`src/sector_cache_clock_directory_top_assert.svh`:
```
// Assertion macros for the sector cache clock directory.
// Needs clk and arst_n in the including scope; define ASSERT_OFF to drop the checks.
`ifndef SECTOR_CACHE_CLOCK_DIRECTORY_TOP_ASSERT_SVH
`define SECTOR_CACHE_CLOCK_DIRECTORY_TOP_ASSERT_SVH
`ifndef ASSERT_OFF
`define SCD_CHECK(lbl, expr) \
	lbl: assert property (@(posedge clk) disable iff (!arst_n) (expr)) \
		else $error("scd invariant violated");
`define SCD_IMPLY(lbl, ante, cons) \
	lbl: assert property (@(posedge clk) disable iff (!arst_n) (ante) |-> (cons)) \
		else $error("scd implication violated");
`else
`define SCD_CHECK(lbl, expr)
`define SCD_IMPLY(lbl, ante, cons)
`endif
`endif

```
`src/scd_pkg.sv`:
```
// Shared constants, codes and controller/datapath interface types for the
// sector cache clock directory. No dependencies.
`timescale 1ns / 1ps

package scd_pkg;
	localparam int ENTRIES      = 64;
	localparam int SECTOR_BYTES = 512;
	localparam int IDX_W        = $clog2(ENTRIES);
	localparam int OFF_W        = $clog2(SECTOR_BYTES);
	localparam int CNT_W        = $clog2(ENTRIES + 1);
	localparam int ADDR_W       = IDX_W + OFF_W;
	localparam int TAG_W        = 32;
	localparam int LEN_W        = 10;
	localparam logic [IDX_W-1:0] LAST_IDX = IDX_W'(ENTRIES - 1);

	typedef enum logic [1:0] {
		OP_READ  = 2'd0,
		OP_WRITE = 2'd1,
		OP_FLUSH = 2'd2,
		OP_NONE  = 2'd3
	} op_t;

	typedef enum logic [1:0] {
		KIND_GRANT     = 2'd0,
		KIND_WRITEBACK = 2'd1,
		KIND_FILL      = 2'd2,
		KIND_CLEAN     = 2'd3
	} kind_t;

	typedef enum logic [3:0] {
		ST_IDLE,
		ST_LOOK_PRIME,
		ST_LOOK,
		ST_SWEEP,
		ST_WB_READ,
		ST_WB_EMIT,
		ST_FILL,
		ST_GRANT,
		ST_FL_PRIME,
		ST_FL_SCAN,
		ST_CLEAN
	} state_t;

	typedef struct packed {
		logic  load_in;
		logic  idx_clr;
		logic  adv;
		logic  take_hit;
		logic  take_free;
		logic  sweep_clr_ref;
		logic  take_victim;
		logic  emit;
		kind_t emit_kind;
		logic  emit_last;
		logic  clr_dirty;
		logic  commit;
	} cmd_t;

	typedef struct packed {
		logic out_free;
		logic tag_hit;
		logic cur_valid;
		logic cur_dirty;
		logic cur_last;
		logic hand_ref;
		logic hand_dirty;
		logic cnt_zero;
		logic cnt_one;
	} sts_t;
endpackage

```
`src/scd_ctrl.sv`:
```
// Controller state machine for the sector cache clock directory.
// Depends on scd_pkg; drives the datapath through cmd_t, watches sts_t.
`timescale 1ns / 1ps

module scd_ctrl import scd_pkg::*; (
	input  logic   clk,
	input  logic   arst_n,
	input  logic   s_tvalid,
	input  op_t    op,
	output logic   s_tready,
	input  sts_t   sts,
	output cmd_t   cmd
);

	state_t state_q, state_nxt;

	always_ff @(posedge clk or negedge arst_n) begin
		if (!arst_n) begin
			state_q <= ST_IDLE;
		end else begin
			state_q <= state_nxt;
		end
	end

	always_comb begin
		state_nxt = state_q;
		cmd       = '0;
		cmd.emit_kind = KIND_GRANT;
		s_tready  = 1'b0;
		case (state_q)
			ST_IDLE: begin
				s_tready = 1'b1;
				if (s_tvalid) begin
					cmd.load_in = 1'b1;
					case (op)
						OP_READ, OP_WRITE: begin
							cmd.idx_clr = 1'b1;
							state_nxt   = ST_LOOK_PRIME;
						end
						OP_FLUSH: begin
							if (sts.cnt_zero) begin
								state_nxt = ST_CLEAN;
							end else begin
								cmd.idx_clr = 1'b1;
								state_nxt   = ST_FL_PRIME;
							end
						end
						default: state_nxt = ST_IDLE;
					endcase
				end
			end
			ST_LOOK_PRIME: begin
				cmd.adv   = 1'b1;
				state_nxt = ST_LOOK;
			end
			ST_LOOK: begin
				// valid entries always form a prefix, so the first invalid one ends the search
				if (sts.cur_valid && sts.tag_hit) begin
					cmd.take_hit = 1'b1;
					state_nxt    = ST_GRANT;
				end else if (!sts.cur_valid) begin
					cmd.take_free = 1'b1;
					state_nxt     = ST_FILL;
				end else if (sts.cur_last) begin
					state_nxt = ST_SWEEP;
				end else begin
					cmd.adv = 1'b1;
				end
			end
			ST_SWEEP: begin
				if (sts.hand_ref) begin
					cmd.sweep_clr_ref = 1'b1;
				end else begin
					cmd.take_victim = 1'b1;
					state_nxt = sts.hand_dirty ? ST_WB_READ : ST_FILL;
				end
			end
			ST_WB_READ: begin
				cmd.adv   = 1'b1;
				state_nxt = ST_WB_EMIT;
			end
			ST_WB_EMIT: begin
				if (sts.out_free) begin
					cmd.emit      = 1'b1;
					cmd.emit_kind = KIND_WRITEBACK;
					cmd.clr_dirty = 1'b1;
					state_nxt     = ST_FILL;
				end
			end
			ST_FILL: begin
				if (sts.out_free) begin
					cmd.emit      = 1'b1;
					cmd.emit_kind = KIND_FILL;
					state_nxt     = ST_GRANT;
				end
			end
			ST_GRANT: begin
				if (sts.out_free) begin
					cmd.emit      = 1'b1;
					cmd.emit_kind = KIND_GRANT;
					cmd.emit_last = 1'b1;
					cmd.commit    = 1'b1;
					state_nxt     = ST_IDLE;
				end
			end
			ST_FL_PRIME: begin
				cmd.adv   = 1'b1;
				state_nxt = ST_FL_SCAN;
			end
			ST_FL_SCAN: begin
				if (sts.cur_dirty) begin
					if (sts.out_free) begin
						cmd.emit      = 1'b1;
						cmd.emit_kind = KIND_WRITEBACK;
						cmd.emit_last = sts.cnt_one;
						cmd.clr_dirty = 1'b1;
						if (sts.cnt_one) begin
							state_nxt = ST_IDLE;
						end else begin
							cmd.adv = 1'b1;
						end
					end
				end else begin
					cmd.adv = 1'b1;
				end
			end
			ST_CLEAN: begin
				if (sts.out_free) begin
					cmd.emit      = 1'b1;
					cmd.emit_kind = KIND_CLEAN;
					cmd.emit_last = 1'b1;
					state_nxt     = ST_IDLE;
				end
			end
			default: state_nxt = ST_IDLE;
		endcase
	end

endmodule

```
`src/scd_datapath.sv`:
```
// Datapath of the sector cache clock directory: tag memory, entry flags,
// clock hand, dirty count and the result register. Depends on scd_pkg.
`timescale 1ns / 1ps
`include "sector_cache_clock_directory_top_assert.svh"

module scd_datapath import scd_pkg::*; (
	input  logic                clk,
	input  logic                arst_n,
	input  cmd_t                cmd,
	input  logic [1:0]          in_op,
	input  logic [TAG_W-1:0]    in_sector,
	input  logic [OFF_W-1:0]    in_offset,
	input  logic [LEN_W-1:0]    in_length,
	output logic                m_tvalid,
	input  logic                m_tready,
	output logic [63:0]         m_tdata,
	output logic [7:0]          m_tuser,
	output logic                m_tlast,
	output sts_t                sts
);

	logic [TAG_W-1:0] tag_mem [ENTRIES];

	logic [1:0]         op_q;
	logic [TAG_W-1:0]   sector_q;
	logic [OFF_W-1:0]   offset_q;
	logic [LEN_W-1:0]   len_q;
	logic [IDX_W-1:0]   idx_q;
	logic [IDX_W-1:0]   slot_q;
	logic               hit_q;
	logic [TAG_W-1:0]   tag_s1;
	logic [IDX_W-1:0]   tidx_s1;

	logic [ENTRIES-1:0] valid_q;
	logic [ENTRIES-1:0] dirty_q;
	logic [ENTRIES-1:0] ref_q;
	logic [IDX_W-1:0]   hand_q;
	logic [IDX_W-1:0]   hand_nxt;
	logic [CNT_W-1:0]   cnt_q;
	logic               set_dirty;

	logic               out_valid_q;
	kind_t              out_kind_q;
	logic               out_last_q;
	logic [IDX_W-1:0]   out_slot_q;
	logic [TAG_W-1:0]   out_sector_q;
	logic [ADDR_W-1:0]  out_addr_q;
	logic [LEN_W-1:0]   out_len_q;
	logic               out_hit_q;

	logic [IDX_W-1:0]   r_slot;
	logic [TAG_W-1:0]   r_sector;
	logic [ADDR_W-1:0]  r_addr;
	logic [LEN_W-1:0]   r_len;
	logic               r_hit;

	assign hand_nxt  = (hand_q == LAST_IDX) ? '0 : hand_q + 1'b1;
	assign set_dirty = cmd.commit && (op_q == OP_WRITE) && !dirty_q[slot_q];

	// tag memory: one write port at commit, one registered read port on advance
	always_ff @(posedge clk) begin
		if (cmd.commit) begin
			tag_mem[slot_q] <= sector_q;
		end
		if (cmd.adv) begin
			tag_s1  <= tag_mem[idx_q];
			tidx_s1 <= idx_q;
		end
	end

	always_ff @(posedge clk) begin
		if (cmd.load_in) begin
			op_q     <= in_op;
			sector_q <= in_sector;
			offset_q <= in_offset;
			len_q    <= in_length;
		end
		if (cmd.idx_clr) begin
			idx_q <= '0;
		end else if (cmd.take_victim) begin
			idx_q <= hand_q;
		end else if (cmd.adv) begin
			idx_q <= idx_q + 1'b1;
		end
		if (cmd.take_hit || cmd.take_free) begin
			slot_q <= tidx_s1;
		end else if (cmd.take_victim) begin
			slot_q <= hand_q;
		end
		if (cmd.load_in) begin
			hit_q <= 1'b0;
		end else if (cmd.take_hit) begin
			hit_q <= 1'b1;
		end
	end

	always_ff @(posedge clk or negedge arst_n) begin
		if (!arst_n) begin
			valid_q <= '0;
			dirty_q <= '0;
			ref_q   <= '0;
			hand_q  <= '0;
			cnt_q   <= '0;
		end else begin
			if (cmd.sweep_clr_ref) begin
				ref_q[hand_q] <= 1'b0;
			end
			if (cmd.sweep_clr_ref || cmd.take_victim) begin
				hand_q <= hand_nxt;
			end
			if (cmd.clr_dirty) begin
				dirty_q[tidx_s1] <= 1'b0;
				cnt_q <= cnt_q - 1'b1;
			end
			if (cmd.commit) begin
				valid_q[slot_q] <= 1'b1;
				ref_q[slot_q]   <= 1'b1;
				if (op_q == OP_WRITE) begin
					dirty_q[slot_q] <= 1'b1;
				end
			end
			if (set_dirty) begin
				cnt_q <= cnt_q + 1'b1;
			end
		end
	end

	// pick the result fields for the word being emitted
	always_comb begin
		r_slot   = '0;
		r_sector = '0;
		r_addr   = '0;
		r_len    = '0;
		r_hit    = 1'b0;
		case (cmd.emit_kind)
			KIND_WRITEBACK: begin
				r_slot   = tidx_s1;
				r_sector = tag_s1;
				r_addr   = {tidx_s1, {OFF_W{1'b0}}};
			end
			KIND_FILL: begin
				r_slot   = slot_q;
				r_sector = sector_q;
				r_addr   = {slot_q, {OFF_W{1'b0}}};
			end
			KIND_GRANT: begin
				r_slot   = slot_q;
				r_sector = sector_q;
				r_addr   = {slot_q, offset_q};
				r_len    = len_q;
				r_hit    = hit_q;
			end
			default: begin
				r_slot = '0;
			end
		endcase
	end

	always_ff @(posedge clk or negedge arst_n) begin
		if (!arst_n) begin
			out_valid_q <= 1'b0;
		end else if (cmd.emit) begin
			out_valid_q <= 1'b1;
		end else if (m_tready) begin
			out_valid_q <= 1'b0;
		end
	end

	always_ff @(posedge clk) begin
		if (cmd.emit) begin
			out_kind_q   <= cmd.emit_kind;
			out_last_q   <= cmd.emit_last;
			out_slot_q   <= r_slot;
			out_sector_q <= r_sector;
			out_addr_q   <= r_addr;
			out_len_q    <= r_len;
			out_hit_q    <= r_hit;
		end
	end

	assign m_tvalid = out_valid_q;
	assign m_tlast  = out_last_q;
	assign m_tuser  = {6'd0, out_kind_q};
	assign m_tdata  = {out_hit_q, out_len_q, out_addr_q, out_sector_q, out_slot_q};

	assign sts.out_free   = !out_valid_q || m_tready;
	assign sts.tag_hit    = (tag_s1 == sector_q);
	assign sts.cur_valid  = valid_q[tidx_s1];
	assign sts.cur_dirty  = dirty_q[tidx_s1];
	assign sts.cur_last   = (tidx_s1 == LAST_IDX);
	assign sts.hand_ref   = ref_q[hand_q];
	assign sts.hand_dirty = dirty_q[hand_q];
	assign sts.cnt_zero   = (cnt_q == '0);
	assign sts.cnt_one    = (cnt_q == CNT_W'(1));

	`SCD_CHECK(a_valid_prefix, ((valid_q + ENTRIES'(1)) & valid_q) == '0)
	`SCD_CHECK(a_dirty_needs_valid, (dirty_q & ~valid_q) == '0)
	`SCD_CHECK(a_dirty_count, $countones(dirty_q) == int'(cnt_q))
	`SCD_IMPLY(a_clean_only_empty, cmd.emit && cmd.emit_kind == KIND_CLEAN, cnt_q == '0)

endmodule

```
`src/sector_cache_clock_directory_top.sv`:
```
// Top level of the sector cache clock directory: joins controller and datapath.
// Depends on scd_pkg, scd_ctrl and scd_datapath.
`timescale 1ns / 1ps

// Usage:
// - Request channel s_*: one word per read, write or flush. s_tuser carries
//   the operation, s_tdata the sector, offset and length. Unused op code 3 is
//   taken and dropped without results.
// - Result channel m_*: writeback, fill, grant or nothing-dirty words, m_tlast
//   set on the final word of each request. m_tuser carries the result kind.
// - One request at a time: s_tready is high only while the engine is idle, but
//   the last result may still wait in the output register when the next
//   request is taken.
// - Lookup walks the tag memory one entry per cycle through its single read
//   port: a hit leads to its grant word, a miss to a fill word first. With
//   all slots in use, the clock sweep clears set reference flags from the hand
//   on and evicts the first clear entry; a dirty victim is written back first.
// - Flush primes the read port, then walks the entries up to the last dirty
//   one, one per cycle unless the result side stalls, sending each writeback
//   as its entry is examined; with nothing dirty it sends one nothing-dirty word.
// - Reset clears valid, dirty and reference flags, the hand and the output
//   register at once; no clearing pass is needed.
// - A stalled receiver holds the current word; the engine waits in place.
module sector_cache_clock_directory_top import scd_pkg::*; (
	input  logic        clk,
	input  logic        arst_n,
	input  logic        s_tvalid,
	output logic        s_tready,
	// [31:0] sector, [40:32] sector_offset, [50:41] chunk_length, rest zero
	input  logic [55:0] s_tdata,
	// [1:0] op, rest ignored
	input  logic [7:0]  s_tuser,
	output logic        m_tvalid,
	input  logic        m_tready,
	// [5:0] slot, [37:6] disk_sector, [52:38] store_address,
	// [62:53] copy_length, [63] was_hit
	output logic [63:0] m_tdata,
	// [1:0] kind, rest zero
	output logic [7:0]  m_tuser,
	output logic        m_tlast
);

	cmd_t cmd;
	sts_t sts;

	scd_ctrl u_ctrl (
		.clk      (clk),
		.arst_n   (arst_n),
		.s_tvalid (s_tvalid),
		.op       (op_t'(s_tuser[1:0])),
		.s_tready (s_tready),
		.sts      (sts),
		.cmd      (cmd)
	);

	// hold request fields, walk tags, drive the result register
	scd_datapath u_datapath (
		.clk       (clk),
		.arst_n    (arst_n),
		.cmd       (cmd),
		.in_op     (s_tuser[1:0]),
		.in_sector (s_tdata[31:0]),
		.in_offset (s_tdata[40:32]),
		.in_length (s_tdata[50:41]),
		.m_tvalid  (m_tvalid),
		.m_tready  (m_tready),
		.m_tdata   (m_tdata),
		.m_tuser   (m_tuser),
		.m_tlast   (m_tlast),
		.sts       (sts)
	);

endmodule

```
`config.mk`:
```
export PLATFORM = sky130hd
export DESIGN_NAME = sector_cache_clock_directory_top
export DESIGN_NICKNAME = d
export VERILOG_FILES = /design/src/scd_pkg.sv /design/src/scd_ctrl.sv /design/src/scd_datapath.sv /design/src/sector_cache_clock_directory_top.sv
export VERILOG_INCLUDE_DIRS = /design/src /design/src/src
export SDC_FILE = /design/constraint.sdc
export NUM_CORES = 2
export LEC_CHECK = 0
export BUFFER_PORTS_ARGS = -buffer_cell sky130_fd_sc_hd__buf_2
export CAP_MARGIN = 20
export CORE_MARGIN = 2
export CORE_UTILIZATION = 35
export DETAILED_ROUTE_END_ITERATION = 6
export GPL_TIMING_DRIVEN = 0
export HOLD_SLACK_MARGIN = 0.08
export PLACE_DENSITY = 0.59
export SETUP_SLACK_MARGIN = 0.02
export SYNTH_ARGS = -nofsm -noshare
export SYNTH_HDL_FRONTEND = slang
export SYNTH_HIERARCHICAL = 1
export SYNTH_SLANG_ARGS = --single-unit
```
`constraint.sdc`:
```
create_clock -name clk -period 8.11 [get_ports clk]
set_input_delay 2.433 -clock clk [delete_from_list [all_inputs] [get_ports clk]]
set_output_delay 2.433 -clock clk [all_outputs]
set_load 0.1 [all_outputs]
```
Word level (Yosys, flattened, before mapping)
Memory sizes are Yosys's and may differ from the RTL's. A register that Yosys moved wholly into a read port is not among the register bits.
Index checks and enable logic that the tools add are counted.
{"block": "classes", "n_addsub": 4, "magnitude_cmp": 6, "eq_ne": 28, "muxes": 80, "bitwise": 7, "n_reduce_logical": 24}
{"operator": "$mux 64", "n": 5}
{"operator": "$or 64x64->64", "n": 3}
{"operator": "$and 64x64->64", "n": 2}
{"operator": "$not 64->64", "n": 2}
{"operator": "$pmux 32 s2", "n": 1}
{"operator": "$mux 4", "n": 13}
{"operator": "$pmux 15 s3", "n": 1}
{"operator": "$pmux 4 s10", "n": 1}
{"operator": "$eq 32x32->1", "n": 1}
{"operator": "$bmux 1 s6", "n": 5}
{"operator": "$mux 6", "n": 5}
{"operator": "$mux 1", "n": 27}
{"operator": "$lt 6x7->1 const B", "n": 3}
{"operator": "$demux 1 s6", "n": 3}
{"operator": "$ge 6x1->1 const B", "n": 3}
{"operator": "$eq 4x3->1 const B", "n": 4}
{"operator": "$pmux 3 s5", "n": 1}
{"operator": "$mux 7", "n": 2}
{"operator": "$add 6x1->6 const B", "n": 2}
{"operator": "$eq 4x4->1 const B", "n": 3}
{"operator": "$eq 6x6->1 const B", "n": 2}
{"operator": "$mux 2", "n": 6}
{"operator": "$ne 2x2->1 const B", "n": 6}
{"operator": "$pmux 6 s2", "n": 1}
{"operator": "24 further kinds", "n": 47}
{"block": "totals", "reg_bits": 349, "ram_bits": 2048, "inputBits": 68, "word_cells": 172, "n_memories": 1}
{"name": "u_datapath.tag_mem", "words": 64, "width": 32, "read_ports": 1, "rd_clocked_by_memory_dff": 1, "wr": 1, "line_no": "scd_datapath.sv:22", "source": "logic [TAG_W-1:0] tag_mem [ENTRIES];"}

Depth between registers and ports, before layout
{"block": "depth", "word_depth": 10, "ltp_mapped": 18}

Cells and area by module
The synthesis kept the hierarchy.
{"mod": "scd_datapath", "instances": 1, "cells_each": 4446, "area_each_um2": 94678.3, "seq_area_each_um2": 71718.8}
{"mod": "scd_ctrl", "instances": 1, "cells_each": 73, "area_each_um2": 528.0, "seq_area_each_um2": 100.1}

Least setup slack after synthesis
No wires, ideal clock.
{"block": "synth_path", "kind": "in2reg", "start": "input port m_tready", "end": "register u_datapath.idx_q[5]", "setup_ns": 0.121, "arrival_time_ns": 8.822, "slack_ns": -0.833, "stages": 9, "n_path_buf": 0, "cell_sequence": "nand2b_1 -> inv_1 -> o311ai_0 -> and3_1 -> nand4_1 -> xor2_1 -> nor2_1 -> a21oi_1 -> nor2_1"}
{"item": "start: declaration", "line_no": "sector_cache_clock_directory_top.sv:34", "source": "input logic m_tready,"}
{"item": "end signal: assignment", "line_no": "scd_datapath.sv:81", "source": "idx_q <= hand_q;"}
{"item": "end signal: assignment", "line_no": "scd_datapath.sv:83", "source": "idx_q <= idx_q + 1'b1;"}
{"item": "end: declaration", "line_no": "scd_datapath.sv:28", "source": "logic [IDX_W-1:0] idx_q;"}

==> results.yml <==
logic_synthesis:
  seq_area_frac_synth_pct: 75.4
  synth_area_leaders: "edfxtp_1 70%, mux4_2 17%, dfrtp_1 5.5%, o21ai_0 1.2%, nand2_1 0.85%"
  ys_seq_elements: 2429
  synth_top_area_share_pct: 69.8
  async_flop_share_pct: 8.65
  synth_area_per_cell_sq_um: 21.1
  synth_edf_count: 2212
  yosysTopAreaCell: "edfxtp_1"
  ys.warnings.count: 6
  synth_cell_type_count: 73
  synthCells: 4519
  synth_area_sq_mm: 0.0952
  synth_flop_cell: "edfxtp_1"
cts:
  tritoncts: "yes"
  htreeDepth: 4
  numClockSinks: 2429
  ctsLongestPathBuffers: 4
  cts_buffers: 247
  ctsResizeCount: 0
  clk_latency_ns: 0.94
  path_clk_slew_ns: 0.06
  cts-root-buf: "clkbuf_16"
  cts_setup_buffers: 0
  ctsHoldBuffers: 0
power:
  power.density_mw_per_mm2: 221
  vdd_drop_max_mv: 0.164
  p_leak_nw: 36.6
  finalPower_mw: 24.9
global_route:
  grt_pass1_wl_mm: 397
  grt_max_degree: 107
  grt_usage_pct: 20.5
  first_global_vias: 49429
  grt_antenna_before_repair: 20
  grt_overflow_total: 0
detailed_routing:
  via_per_inst: 5.55
  vias: 49272
  drc: 1
  drt-total-wl_mm: 287
  firstDrtPassIters: 7
  ant_nets: 0
  initialDrtViolationCount: 6085
  wl_per_cell_microns: 32.4
timing:
  tightestPinTransition_ns: 1.20
  setup_viol: 0
  relSlewSlack_pct: 19.5
  rsz0062_at_grt: "false"
  skew_ns: 0.0862
  final.period_utilization_pct: 88.5
  min_period_ns: 7.18
  hold_violations: 0
  max_freq_mhz: 139
  drv_slew: 0
final_layout:
  final_nets: 5166
  multi_input_area_sq_mm: 0.0220
  fill_cells: 23543
  drive_gt1_share_pct: 30.2
  area_delta_synth_final_pct: 18.1
  finish.instance_area_sq_mm: 0.112
  regArea_sq_mm: 0.0718
outcome:
  failed_checks: "DRC"
  status: "finished, violations left"
job:
  drv_cap: 0
placed_design:
  place.gp.congestion: 0.944
  numPortBuffers: 125
  postPlaceCellArea_sq_mm: 0.104
  dpl.hpwl_mm: 200
hold_path:
  min-delay-start: "u_datapath/idx_q[3]$_SDFFE_PP0P_"
  hold_class: "flip-flop to flip-flop"
critical_path:
  setup.worst_path.start_class: "flip-flop"
  r2r-start: "u_datapath/tidx_s1[0]$_DFFE_PP_"
  arrival_ns: 7.78
  cp.required_ns: 8.71
  cp-end-kind: "flip-flop"
  critPathKind: "flip-flop to flip-flop"
  setup.worst_path.start: "u_datapath/tidx_s1[0]$_DFFE_PP_"
  critPathMaxFanout: 10
die:
  die_h_microns: 526
  initial_utilization_pct: 35.2
  dieArea_sq_mm: 0.276
  die_x_microns: 526
  pin_count: 143
  fp.coreArea_sq_mm: 0.271
  rows: 191
==> stage by stage <==
stage               worst slack (ns)  std cells  utilization [%]  hold WS [ns]  TNS (ns)
floorplan                      0.999       4524                -         0.406         0
global placement               -2.43       8219             37.0         0.420    -82.59
detailed placement             0.970       8403             38.5         0.415         0
CTS                             1.02       8856             41.5         0.438         0
global route                   0.897       8868             41.5         0.453         0
finish                         0.930       8872             41.5         0.436         0
==> cells in the final DEF (no fill, tap or decap), types with 15 or more instances in the layout <==
cell type,count
or2_2,35
buf_12,70
mux2_2,20
edfxtp_1,2212
a21oi_1,44
buf_8,34
nand3_1,27
a221oi_1,15
nand2_1,215
nand2b_1,41
nor2_1,76
dfrtp_1,210
o21ai_0,231
nor2b_1,19
mux2i_1,47
a22oi_1,21
and2_1,26
mux4_2,702
bufinv_16,27
buf_4,24
inv_2,68
mux2_1,15
o21ai_1,21
inv_1,40
clkinv_1,60
clkinv_2,59
buf_2,188
clkbuf_16,250
xor2_1,39
clkbuf_1,166
buf_1,24
buf_16,72
==> path summary, 6_finish.rpt <==
path,to,slack (ns),cells after the start
hold reg to reg,u_datapath/tidx_s1[3]$_DFFE_PP_,0.44,0
hold / removal,u_datapath/tidx_s1[3]$_DFFE_PP_,0.44,0
setup reg to reg,u_datapath/out_sector_q[18]$_DFFE_PP_,0.93,16
max in group asynchronous,u_datapath/dirty_q[23]$_DFF_PN0_,5.34,2
min in group asynchronous,u_datapath/m_tvalid$_DFFE_PN0P_,1.58,1
setup / recovery,u_datapath/out_sector_q[18]$_DFFE_PP_,0.93,16
==> synth_stat cells (all sizes together) (10+ instances only) <==
library cell	number
edfxtp	2212
mux4	702
and2	27
a22o	10
o21ai	252
or2	43
nand3	27
dfrtp	210
nor3	14
o22ai	13
nor2	77
mux2i	47
mux2	36
nor2b	19
a21oi	44
nand2	215
nand2b	41
inv	108
clkbuf	136
xor2	39
a221oi	15
buf	102
a22oi	21
==> critical path: stages, from the launching register on <==
cell      delay [ns]
edfxtp_1        0.32
buf_2           0.38
buf_2           0.49
buf_1           0.63
clkbuf_1        0.83
a21oi_1         0.16
o22ai_1         0.26
or4b_1          0.27
a21oi_1         0.13
nor3b_1         0.21
o21a_1          0.16
clkbuf_1        0.40
nor2b_1         0.70
clkbuf_1        0.76
clkbuf_1        0.67
nand2_1         0.10
o21ai_0         0.40
==> state kept, by name, indices dropped and copies added, names as in the netlist, 2 cells and up <==
| signal | flops |
|---|---|
| u_ctrl/state_q | 4 |
| u_datapath/cnt_q | 7 |
| u_datapath/dirty_q | 64 |
| u_datapath/hand_q | 6 |
| u_datapath/idx_q | 6 |
| u_datapath/len_q | 10 |
| u_datapath/offset_q | 9 |
| u_datapath/op_q | 2 |
| u_datapath/out_addr_q | 15 |
| u_datapath/out_kind_q | 2 |
| u_datapath/out_len_q | 10 |
| u_datapath/out_sector_q | 32 |
| u_datapath/out_slot_q | 6 |
| u_datapath/ref_q | 64 |
| u_datapath/sector_q | 32 |
| u_datapath/slot_q | 6 |
| u_datapath/tag_mem | 2048 |
| u_datapath/tag_s1 | 32 |
| u_datapath/tidx_s1 | 6 |
| u_datapath/valid_q | 64 |
==> final cells by class <==
cell class / instances / area share [%]
sequential: 2429 / 63.9
timing repair buffer: 319 / 4.15
tap: 3570 / 3.97
clock inverter: 171 / 1.45
inverter: 108 / 0.361
clock buffer: 282 / 5.69
multi-input combinational: 1749 / 19.6
antenna: 6 / 0.0134
buffer: 238 / 0.929
==> power breakdown <==
part           internal [mW]  switching [mW]
Clock                   6.50            4.84
Combinational         0.0135          0.0404
Sequential              13.5               0
==> logic make-up after synthesis <==
logic type / share of synthesized area (%)
mux: 17.5
xor+xnor: 0.414
buf+inv: 1.52
flops: 75.4
compound gates: 2.41
fa+ha+maj: 0.0788
other cells: 0.00394
simple gates: 2.61
==> metal layers <==
layer | track usage [%] | vias up | share of wire (%) | routed length (microns)
met5 | 0 | - | 0.014 | 39
li1 | - | 19814 | - | -
met3 | 3.24 | 535 | 7.4 | 21200
met1 | 27.1 | 26658 | 39 | 113000
met2 | 33.1 | 2259 | 48 | 138000
met4 | 9.97 | 6 | 5.5 | 15900
Note: power is estimated with default switching activity, not from simulation.
